## src/sv/cb64_pkg.sv

```systemverilog
// ----------------------------------------------------------------------------
// cb64_pkg: shared types and constants for the checksummed base64 encoder
// Holds the group job passed from front to back, the base64 alphabet and
// the fixed character codes.
// ----------------------------------------------------------------------------
package cb64_pkg;

  localparam logic [7:0] CHAR_PAD   = 8'h3D;  // '='
  localparam logic [7:0] TERM_RESET = 8'hFF;

  // One encoding job: up to three bytes packed MSB first, the number of real
  // bytes (1..3), and whether the frame terminator follows the group.
  typedef struct packed {
    logic [23:0] word;
    logic [1:0]  nbytes;
    logic        term;
  } cb64_job_t;

  typedef struct packed {
    logic full;
    logic empty;
  } cb64_qstat_t;

  function automatic logic [7:0] b64_char(input logic [5:0] sextet);
    logic [7:0] c;
    if (sextet < 6'd26) begin
      c = 8'h41 + {2'b00, sextet};
    end else if (sextet < 6'd52) begin
      c = 8'h61 + {2'b00, sextet - 6'd26};
    end else if (sextet < 6'd62) begin
      c = 8'h30 + {2'b00, sextet - 6'd52};
    end else if (sextet == 6'd62) begin
      c = 8'h2B;
    end else begin
      c = 8'h2F;
    end
    return c;
  endfunction

endpackage

```

## src/sv/cb64_front.sv

```systemverilog
// ----------------------------------------------------------------------------
// cb64_front: byte intake, checksum and grouping
// Accumulates bytes into three-byte groups, keeps the running sum and issues
// one job per finished group; the checksum group goes out from the pend
// register after the last byte, once the queue has room.
// ----------------------------------------------------------------------------
module cb64_front (
  input  logic                 clk,
  input  logic                 rst,
  input  logic                 push,
  input  logic [7:0]           data_byte,
  input  logic                 last_byte,
  output logic                 full,
  input  cb64_pkg::cb64_qstat_t qstat,
  output logic                 job_push,
  output cb64_pkg::cb64_job_t  job
);

  logic [7:0]  running_sum;
  logic [15:0] group_bytes;
  logic [1:0]  group_count;
  logic        pend;
  logic        accept;
  logic [7:0]  sum_add;
  logic        sum_go;

  assign full    = pend | qstat.full;
  assign accept  = push & ~full;
  assign sum_add = running_sum + data_byte;
  assign sum_go  = pend & ~qstat.full;

  always_comb begin
    job = '0;
    if (pend) begin
      // checksum byte closes the frame, with whatever bytes are pending
      job.term = 1'b1;
      case (group_count)
        2'd2: begin
          job.word   = {group_bytes, running_sum};
          job.nbytes = 2'd3;
        end
        2'd1: begin
          job.word   = {group_bytes[15:8], running_sum, 8'h00};
          job.nbytes = 2'd2;
        end
        default: begin
          job.word   = {running_sum, 16'h0000};
          job.nbytes = 2'd1;
        end
      endcase
      job_push = sum_go;
    end else begin
      job.word   = {group_bytes, data_byte};
      job.nbytes = 2'd3;
      job.term   = 1'b0;
      job_push   = accept & (group_count == 2'd2);
    end
  end

  always_ff @(posedge clk) begin
    if (rst) begin
      pend        <= 1'b0;
      running_sum <= '0;
      group_bytes <= '0;
      group_count <= '0;
    end else if (sum_go) begin
      pend        <= 1'b0;
      running_sum <= '0;
      group_bytes <= '0;
      group_count <= '0;
    end else if (accept) begin
      running_sum <= sum_add;
      case (group_count)
        2'd2: begin
          group_count <= 2'd0;
        end
        2'd1: begin
          group_bytes[7:0] <= data_byte;
          group_count      <= 2'd2;
        end
        default: begin
          group_bytes <= {data_byte, 8'h00};
          group_count <= 2'd1;
        end
      endcase
      if (last_byte) begin
        pend <= 1'b1;
      end
    end
  end

endmodule

```

## src/sv/cb64_queue.sv

```systemverilog
// ----------------------------------------------------------------------------
// cb64_queue: job queue between front and back
// Small circular buffer of group jobs with simultaneous push and pop.
// ----------------------------------------------------------------------------
module cb64_queue #(
  parameter int DEPTH = 2
) (
  input  logic                  clk,
  input  logic                  rst,
  input  logic                  wr,
  input  cb64_pkg::cb64_job_t   wr_job,
  input  logic                  rd,
  output cb64_pkg::cb64_job_t   rd_job,
  output cb64_pkg::cb64_qstat_t qstat
);

  localparam int PTR_W = (DEPTH > 1) ? $clog2(DEPTH) : 1;
  localparam int CNT_W = $clog2(DEPTH + 1);

  cb64_pkg::cb64_job_t mem [DEPTH];
  logic [PTR_W-1:0] wr_ptr;
  logic [PTR_W-1:0] rd_ptr;
  logic [CNT_W-1:0] count;
  logic             do_wr;
  logic             do_rd;

  assign qstat.full  = (count == CNT_W'(DEPTH));
  assign qstat.empty = (count == '0);
  assign do_wr       = wr & ~qstat.full;
  assign do_rd       = rd & ~qstat.empty;
  assign rd_job      = mem[rd_ptr];

  function automatic logic [PTR_W-1:0] bump(input logic [PTR_W-1:0] p);
    return (p == PTR_W'(DEPTH - 1)) ? '0 : p + 1'b1;
  endfunction

  always_ff @(posedge clk) begin
    if (do_wr) begin
      mem[wr_ptr] <= wr_job;
    end
  end

  always_ff @(posedge clk) begin
    if (rst) begin
      wr_ptr <= '0;
      rd_ptr <= '0;
      count  <= '0;
    end else begin
      if (do_wr) begin
        wr_ptr <= bump(wr_ptr);
      end
      if (do_rd) begin
        rd_ptr <= bump(rd_ptr);
      end
      if (do_wr && !do_rd) begin
        count <= count + 1'b1;
      end else if (do_rd && !do_wr) begin
        count <= count - 1'b1;
      end
    end
  end

endmodule

```

## src/sv/cb64_back.sv

```systemverilog
// ----------------------------------------------------------------------------
// cb64_back: character serializer
// Walks each job, one character a cycle unless stalled, into an output
// register: four base64 or pad characters, then a closing job's terminator.
// ----------------------------------------------------------------------------
module cb64_back (
  input  logic                  clk,
  input  logic                  rst,
  input  cb64_pkg::cb64_job_t   job,
  input  cb64_pkg::cb64_qstat_t qstat,
  output logic                  job_pop,
  input  logic [7:0]            terminator_byte,
  input  logic                  pop,
  output logic                  empty,
  output logic [7:0]            out_char,
  output logic                  frame_end
);

  logic       out_valid;
  logic [2:0] idx;
  logic       advance;
  logic       at_term;
  logic       done;
  logic [5:0] sextet;
  logic [7:0] char_next;

  assign empty   = ~out_valid;
  assign advance = ~qstat.empty & (~out_valid | pop);
  assign at_term = (idx == 3'd4);
  assign done    = job.term ? at_term : (idx == 3'd3);
  assign job_pop = advance & done;

  always_comb begin
    case (idx[1:0])
      2'd0:    sextet = job.word[23:18];
      2'd1:    sextet = job.word[17:12];
      2'd2:    sextet = job.word[11:6];
      default: sextet = job.word[5:0];
    endcase
    if (at_term) begin
      char_next = terminator_byte;
    end else if (idx <= {1'b0, job.nbytes}) begin
      char_next = cb64_pkg::b64_char(sextet);
    end else begin
      char_next = cb64_pkg::CHAR_PAD;
    end
  end

  always_ff @(posedge clk) begin
    if (rst) begin
      out_valid <= 1'b0;
      idx       <= '0;
    end else if (advance) begin
      out_valid <= 1'b1;
      idx       <= done ? 3'd0 : idx + 3'd1;
    end else if (pop) begin
      out_valid <= 1'b0;
    end
  end

  always_ff @(posedge clk) begin
    if (advance) begin
      out_char  <= char_next;
      frame_end <= at_term;
    end
  end

endmodule

```

## src/sv/checksummed_base64_frame_encoder.sv

```systemverilog
// ----------------------------------------------------------------------------
// checksummed_base64_frame_encoder: base64 framer with additive checksum
// Takes message bytes, appends their modulo-256 sum, base64-encodes the lot
// and closes each frame with a programmable terminator byte.
// ----------------------------------------------------------------------------
//
//  channel   handshake                 payload
//  --------  ------------------------  ---------------------------
//  input     push / full               data_byte, last_byte
//  result    pop / empty               out_char, frame_end
//  config    cfg_valid / cfg_ready     cfg_data (terminator byte)
//
// The front takes one byte a cycle while full is low; a last byte holds full
// while the checksum group is queued. The back sends one character a cycle
// while the output slot is free or popped: four per three-byte group, five
// for the closing group, so the back serializer sets the sustained rate.
// Reset is synchronous: queue and output slot empty, sums cleared,
// terminator back to 0xFF. A stalled pop holds the output slot; the queue
// lets the front keep taking bytes until it fills.
// ----------------------------------------------------------------------------
module checksummed_base64_frame_encoder #(
  parameter int QUEUE_DEPTH = 2
) (
  input  logic       clk,
  input  logic       rst,
  input  logic       push,
  output logic       full,
  input  logic [7:0] data_byte,
  input  logic       last_byte,
  input  logic       pop,
  output logic       empty,
  output logic [7:0] out_char,
  output logic       frame_end,
  input  logic       cfg_valid,
  output logic       cfg_ready,
  input  logic [7:0] cfg_data
);

  logic [7:0]            terminator_byte;
  logic                  job_push;
  logic                  job_pop;
  cb64_pkg::cb64_job_t   front_job;
  cb64_pkg::cb64_job_t   head_job;
  cb64_pkg::cb64_qstat_t qstat;

  // Config requests are always taken; the user must send them only while idle (not enforced here).
  assign cfg_ready = 1'b1;

  always_ff @(posedge clk) begin
    if (rst) begin
      terminator_byte <= cb64_pkg::TERM_RESET;
    end else if (cfg_valid) begin
      terminator_byte <= cfg_data;
    end
  end

  // Front: take bytes, keep the sum, build three-byte groups.
  cb64_front u_front (
    .clk       (clk),
    .rst       (rst),
    .push      (push),
    .data_byte (data_byte),
    .last_byte (last_byte),
    .full      (full),
    .qstat     (qstat),
    .job_push  (job_push),
    .job       (front_job)
  );

  // Queue: decouple group building from character output.
  cb64_queue #(
    .DEPTH (QUEUE_DEPTH)
  ) u_queue (
    .clk    (clk),
    .rst    (rst),
    .wr     (job_push),
    .wr_job (front_job),
    .rd     (job_pop),
    .rd_job (head_job),
    .qstat  (qstat)
  );

  // Back: advance one character per cycle into the output slot while it can take one.
  cb64_back u_back (
    .clk             (clk),
    .rst             (rst),
    .job             (head_job),
    .qstat           (qstat),
    .job_pop         (job_pop),
    .terminator_byte (terminator_byte),
    .pop             (pop),
    .empty           (empty),
    .out_char        (out_char),
    .frame_end       (frame_end)
  );

`ifndef SYNTHESIS
  // A last byte blocks intake for the checksum cycle.
  assert property (@(posedge clk) disable iff (rst)
    push && !full && last_byte |=> full)
    else $error("full not raised after last byte");

  // The frame-closing result carries the programmed terminator.
  assert property (@(posedge clk) disable iff (rst)
    !empty && frame_end |-> out_char == terminator_byte)
    else $error("frame_end without terminator byte");

  // Nothing waits on the result side right after reset.
  assert property (@(posedge clk) rst |=> empty)
    else $error("result present after reset");
`endif

endmodule
```

## config.mk

```make
export PLATFORM = sky130hd
export DESIGN_NAME = checksummed_base64_frame_encoder
export DESIGN_NICKNAME = d
export VERILOG_FILES = /design/src/sv/cb64_pkg.sv /design/src/sv/cb64_front.sv /design/src/sv/cb64_queue.sv /design/src/sv/cb64_back.sv /design/src/sv/checksummed_base64_frame_encoder.sv
export SDC_FILE = /design/constraint.sdc
export NUM_CORES = 1
export LEC_CHECK = 0
export BUFFER_PORTS_ARGS = -buffer_cell sky130_fd_sc_hd__buf_2
export CAP_MARGIN = 20
export CORE_ASPECT_RATIO = 1.75
export CORE_MARGIN = 2
export CORE_UTILIZATION = 30
export DETAILED_ROUTE_END_ITERATION = 6
export GPL_ROUTABILITY_DRIVEN = 0
export GPL_TIMING_DRIVEN = 0
export SLEW_MARGIN = 20
export SYNTH_ARGS = -nofsm -noshare
export SYNTH_HDL_FRONTEND = slang
export SYNTH_SLANG_ARGS = --single-unit
```

## constraint.sdc

```tcl
create_clock -name clk -period 6.2 [get_ports clk]
set_input_delay 0.93 -clock clk [delete_from_list [all_inputs] [get_ports clk]]
set_output_delay 0.93 -clock clk [all_outputs]
set_load 0.1 [all_outputs]
```

After elaboration in Yosys (flattened, before gate mapping)
Memory sizes are Yosys's and may differ from the RTL's. A register that Yosys moved wholly into a read port is not among the register bits.
Cells that the tools add are included.

cells by class
  add/subtract/negate cells = 11
  $lt $le $gt $ge = 4
  equality and inequality tests = 8
  muxes and demuxes = 24
  bitwise operators = 15
  reduce and logical (&&, ||, !) cells = 13

operators by type and width
  kind                                                                    count
  26-bit case mux with 2 select lines                                     1
  8-bit 2-to-1 mux                                                        5
  27-bit 2-to-1 mux                                                       1
  6-bit case mux with 3 select lines                                      1
  7-bit by 6-bit adder with 8-bit output (first input constant)           2
  8-bit case mux with 2 select lines                                      1
  6-bit < comparator (second input constant)                              2
  1-bit 2-to-1 mux                                                        10
  8-bit adder                                                             1
  6-bit by 6-bit adder with 7-bit output (first input constant)           1
  1-bit AND                                                               7
  2-bit equality test (second input constant)                             3
  6-bit equality test (second input constant)                             1
  6-bit by 5-bit < comparator with 1-bit output (second input constant)   1
  3-bit 2-to-1 mux                                                        2
  1-bit NOT                                                               6
  2-bit AND reduction                                                     3
  6-bit by 5-bit subtractor with 6-bit output (second input constant)     1
  6-bit subtractor (second input constant)                                1
  2-bit by 1-bit equality test with 1-bit output (second input constant)  2
  2-bit zero test                                                         2
  2-bit 2-to-1 mux                                                        2
  2-bit case mux with 2 select lines                                      1
  2-bit nonzero test                                                      2
  11 further kinds                                                        16

word-level totals
  flip-flop bits (word level) = 52
  memory bits (writable) = 54
  output and inout port bits = 12
  memories = 1

memory list
  name         words  width  read ports  clocked after Yosys merged registers in  wr ports  line              source
  u_queue.mem  2      27     1           1                                        1         cb64_queue.sv:20  cb64_pkg::cb64_job_t mem [DEPTH];

Logic depth before layout (Yosys ltp)
  depth after elaboration = 11
  gate-level depth with buffers = 14
  depth with buffers taken out = 13

Cells and area by module
From an unflattened synthesis, not the netlist that was laid out.

second synthesis, totals
  cells, all modules = 552
  area, all modules = 5611.6 sq um

modules (own cells, without submodules)
  module                            times used  cells an instance  area an instance (sq um)
  cb64_queue                        1           109                2163.3
  cb64_front                        1           254                1775.5
  cb64_back                         1           161                1358.8
  checksummed_base64_frame_encoder  1           28                 314.1

Worst setup path before layout
Ideal clock, no wire load.

  path type = input -> register
  start = input push
  end = memory u_queue.mem[0][0] (netlist name), enable pin
  arrival = 2869 ps
  path slack = 2886 ps
  cell stages on the path = 2
  cells stage by stage = a21oi_1 nor3_1

on the way
  longest elaborated chain between the ends = 6

ends and longest elaborated chain
  what                                    line                                    source
  start, declared                         checksummed_base64_frame_encoder.sv:26  input logic push,
  1-bit AND                               cb64_front.sv:28                        assign accept = push & ~full;
  1-bit AND                               cb64_front.sv:56                        job_push = accept & (group_count == 2'd2);
  1-bit 2-to-1 mux                        cb64_front.sv:34                        if (pend) begin
  1-bit AND                               cb64_queue.sv:29                        assign do_wr = wr & ~qstat.full;
  1-bit 2-to-1 mux                        cb64_queue.sv:38                        if (do_wr) begin
  1-bit 2-to-1 mux (implied by the code)  cb64_queue.sv:39                        mem[wr_ptr] <= wr_job;
  end, declared                           cb64_queue.sv:20

Every way passes these cells.

Worst setup path after layout
  start = register u_back.idx[0]
  end = register u_back.out_char[5] (data pin)

on the way
  longest elaborated chain between the ends = 9

ends and longest elaborated chain
  what                                               line             source
  start, declared                                    cb64_back.sv:20  logic [2:0] idx;
  start signal, assigned                             cb64_back.sv:55  idx <= done ? 3'd0 : idx + 3'd1;
  2-bit equality test, or another cell as far along  cb64_back.sv:34  case (idx[1:0])
  6-bit case mux with 3 select lines                 cb64_back.sv:34
  6-bit subtractor                                   cb64_pkg.sv:31   c = 8'h30 + {2'b00, sextet - 6'd52};
  6-bit by 6-bit adder with 7-bit output             cb64_pkg.sv:31
  8-bit 2-to-1 mux                                   cb64_pkg.sv:30   end else if (sextet < 6'd62) begin
  8-bit 2-to-1 mux                                   cb64_pkg.sv:28   end else if (sextet < 6'd52) begin
  8-bit 2-to-1 mux                                   cb64_pkg.sv:26   if (sextet < 6'd26) begin
  8-bit 2-to-1 mux                                   cb64_back.sv:42  end else if (idx <= {1'b0, job.nbytes}) begin
  8-bit 2-to-1 mux *                                 cb64_back.sv:40  if (at_term) begin
  net u_back.char_next[5]                            cb64_back.sv:25  logic [7:0] char_next;
  end signal, assigned                               cb64_back.sv:63  out_char <= char_next;
  end, declared                                      cb64_back.sv:15  output logic [7:0] out_char,

The timed path passes the listed nets; every way through them passes the cells marked *.
A chain may end at the register's enable or synchronous reset.

==> impl_metrics.tcl <==
set metrics [dict create \
    ys_seq_area_frac 0.523 \
    min_from "u_front.group_bytes[0]" \
    synth_nets 558 \
    vias 3993 \
    syn_to_final_growth_pct 14.5 \
    critPathKind "reg2reg" \
    r2r-end "u_back.out_char[5]" \
    clk_latency_ns 0.35 \
    rr_startpoint "u_back.idx[0]" \
    place_inst 771 \
    rsz0062_at_grt "false" \
    status "completed" \
    antenna_found_initial 0 \
    cp_data_arrival_time_ns 3.79 \
    multi_input_area_mm2 0.00232 \
    clock_sinks 107 \
    cts_setup_buffers 0 \
    fin_crit_sh 0.581 \
    grt_usage 0.140 \
    syn_inst 507 \
    start_util 0.305 \
    cpMostUsedCell "ha_1" \
    ir_worst_vdd_mv 0.329 \
    clkTransAtPathRegs_ns 0.07 \
    max_stage_delay_ns 0.60 \
    grt_first_pass_wirelength_mm 20.9 \
    cts_tree "yes" \
    slew_headroom 0.292 \
    dpl.hpwl_mm 9.95 \
    fin_cells 787 \
    ys.flop_type "edfxtp_1" \
    drive_gt1_frac 0.129 \
    tightest_slew_ns 1.06 \
    synth_warnings 0 \
    hold_violations 0 \
    crit_path_start_kind "flop" \
    whs_path_depth 2 \
    stdcell_area_mm2 0.00607 \
    report.final.slew_viol_count 0 \
    drc 0 \
    rrSetupSlack_ns 2.60 \
    hold_path_class "reg2reg" \
    drt-initial-drc-count 175 \
    syn_area_per_cell_um2 10.5 \
    cp-end-kind "flop" \
    coreArea_mm2 0.0174 \
    crit_path_max_fanout 10 \
    path_buf_inv 2 \
    placed_cell_area_mm2 0.00577 \
    finalSetupTns_ns 0 \
    grt_max_degree 28 \
    pre_cts_slack_ns 2.63 \
    grt_pass1_vias 4099 \
    io_buffers 31 \
    path_delay_family "compound AO/OA/AOI/OAI gates" \
    period_needed_ns 3.60 \
    setup_viol 0 \
    routedWlPerCell_um 16.1 \
    path_cells "inv_1, ha_1, buf_2, a222oi_1, mux4_2, ha_1, and3_4, a221oi_4, o21ai_2, o41a_1, o2bb2ai_1, a31oi_1" \
    layout_setup_ws_ns 2.60 \
    whs_endpoint "u_front.group_bytes[0]" \
    h-tree-depth 3 \
    fill_cells 1762 \
    grt-ovfl-total 0 \
    die_w_um 104 \
    wl_mm 12.7 \
    syn_area_mm2 0.00530 \
    max-cap-violations 0 \
    ant_nets 0 \
    leakage_nw 2.18 \
    rows 64 \
    fin_skew_ns 0.00768 \
    postSynth.asyncResetShare 0 \
    power-per-cell-area_mw_per_mm2 429 \
    n_antenna_cell 0 \
    hold_buffers 0 \
    yosys.cell_types.count 61 \
    required_ns 6.39 \
    cts_resized 0 \
    numCtsBuffers 9 \
    seqCellArea_mm2 0.00277 \
    die_area_mm2 0.0188 \
    via_per_inst 5.07 \
    ys_ff_latch 107 \
    reg2reg_depth 12 \
    die_h_um 180 \
    cts-root-buf "clkbuf_16" \
    nNetsFinal 602 \
    synth_edf_count 63 \
    cts_buffer_depth 2 \
    cpMaxStageDelayCell "mux4_2" \
    drt_pass1_iterations 6 \
    ios 34 \
    max_freq_mhz 278 \
]
[registers in the layout (all words and copies together), names as in the netlist, named ones only]
signal / count
u_front.running_sum: 8
terminator_byte: 8
u_front.group_bytes: 16
u_front.pend: 1
u_back.frame_end: 1
u_back.out_char: 8
u_queue.mem: 54
u_front.group_count: 2
u_back.idx: 3
u_back.out_valid: 1
u_queue.rd_ptr: 1
u_queue.wr_ptr: 1
u_queue.count: 2
[worst register-to-register path, cell delays in order, from the launching register on]
cell       delay [ns]
dfxtp_1          0.35
inv_1            0.12
ha_1             0.25
buf_2            0.29
a222oi_1         0.11
mux4_2           0.60
ha_1             0.28
and3_4           0.19
a221oi_4         0.34
o21ai_2          0.16
o41a_1           0.43
o2bb2ai_1        0.15
a31oi_1          0.17
[cell type report]
class	count	area share
Sequential cell	107	0.457
Multi-Input combinational cell	348	0.383
Tap cell	231	0.0476
Clock buffer	10	0.0394
Timing Repair Buffer	33	0.0280
Buffer	23	0.0179
Inverter	29	0.0179
Clock inverter	6	0.00928
[cell usage in the layout, fill, tap and decap left out, types with 11 or more instances in the layout]
cell	synthesis	layout
dfxtp_1	44	44
edfxtp_1	63	63
clkbuf_1	14	14
nand2_1	67	67
nor2_1	17	17
o21ai_0	11	11
nand3_1	33	33
buf_2	3	34
xnor2_1	15	15
nor2b_1	12	12
ha_1	28	28
a21oi_1	50	50
inv_1	27	27
[power breakdown]
group	internal, mW	switching, mW
Sequential	0.874	0.0465
Clock	0.292	0.264
Combinational	0.357	0.767
[Yosys cell counts (3+ instances only)]
| cell type | number | area share |
|---|---|---|
| o22ai_1 | 3 | 0.0035 |
| o21a_1 | 3 | 0.0042 |
| a21oi_1 | 50 | 0.047 |
| dfxtp_1 | 44 | 0.17 |
| nor2b_1 | 12 | 0.014 |
| o21ai_1 | 4 | 0.0038 |
| o21ai_0 | 11 | 0.010 |
| o2bb2ai_1 | 8 | 0.013 |
| buf_4 | 5 | 0.0071 |
| xor2_1 | 5 | 0.0083 |
| edfxtp_1 | 63 | 0.36 |
| nand2b_1 | 3 | 0.0035 |
| buf_2 | 3 | 0.0028 |
| a22o_1 | 9 | 0.015 |
| a22oi_1 | 9 | 0.013 |
| a31oi_1 | 6 | 0.0071 |
| mux2i_1 | 6 | 0.011 |
| nand2_1 | 67 | 0.047 |
| xnor2_1 | 15 | 0.025 |
| nor3_1 | 8 | 0.0076 |
| a21o_1 | 3 | 0.0042 |
| ha_1 | 28 | 0.066 |
| nor2_1 | 17 | 0.012 |
| a222oi_1 | 4 | 0.0076 |
| inv_1 | 27 | 0.019 |
| a211o_1 | 8 | 0.013 |
| clkbuf_1 | 14 | 0.0099 |
| nand3_1 | 33 | 0.031 |
[worst max path at each step]
stage | end | from | cells after the start | slack, ns
6_report | u_back.out_char[5] | u_back.idx[0] | 12 | 2.60
5_1_grt | u_back.out_char[5] | u_back.idx[0] | 14 | 2.40
4_1_cts | u_back.out_char[5] | u_back.idx[0] | 12 | 2.60
3_5_place_dp | u_back.out_char[5] | u_back.idx[0] | 12 | 2.63
3_3_place_gp | u_queue.mem[0][9] | push | 3 | 1.93
2_1_floorplan | u_queue.mem[0][0] | push | 2 | 2.89
[per-stage QoR]
| stage | power, mW | util | hold slack, ns |
|---|---|---|---|
| CTS | 2.61 | 0.349 | 0.461 |
| detailed placement | 2.05 | 0.332 | 0.450 |
| global placement | 2.02 | 0.331 | 0.436 |
| floorplan | 1.81 | - | 0.424 |
| finish | 2.60 | 0.349 | 0.460 |
| global route | 2.75 | 0.349 | 0.478 |
[cells by family after synthesis]
family,after synthesis,synth area share
buf+inv,52,0.0411
mux,8,0.0177
other cells,1,0.000708
xor+xnor,20,0.0331
simple gates,157,0.144
flops,107,0.523
compound gates,133,0.171
fa+ha+maj,29,0.0699
[layer usage]
layer | up-vias | track usage | part of all wire
met3 | 28 | 0.0236 | 0.031
met4 | 0 | 0.0659 | 0.031
li1 | 1939 | - | -
met5 | - | 0 | 0
met1 | 1927 | 0.136 | 0.36
met2 | 99 | 0.279 | 0.58
(Power assumes the default switching activity.)
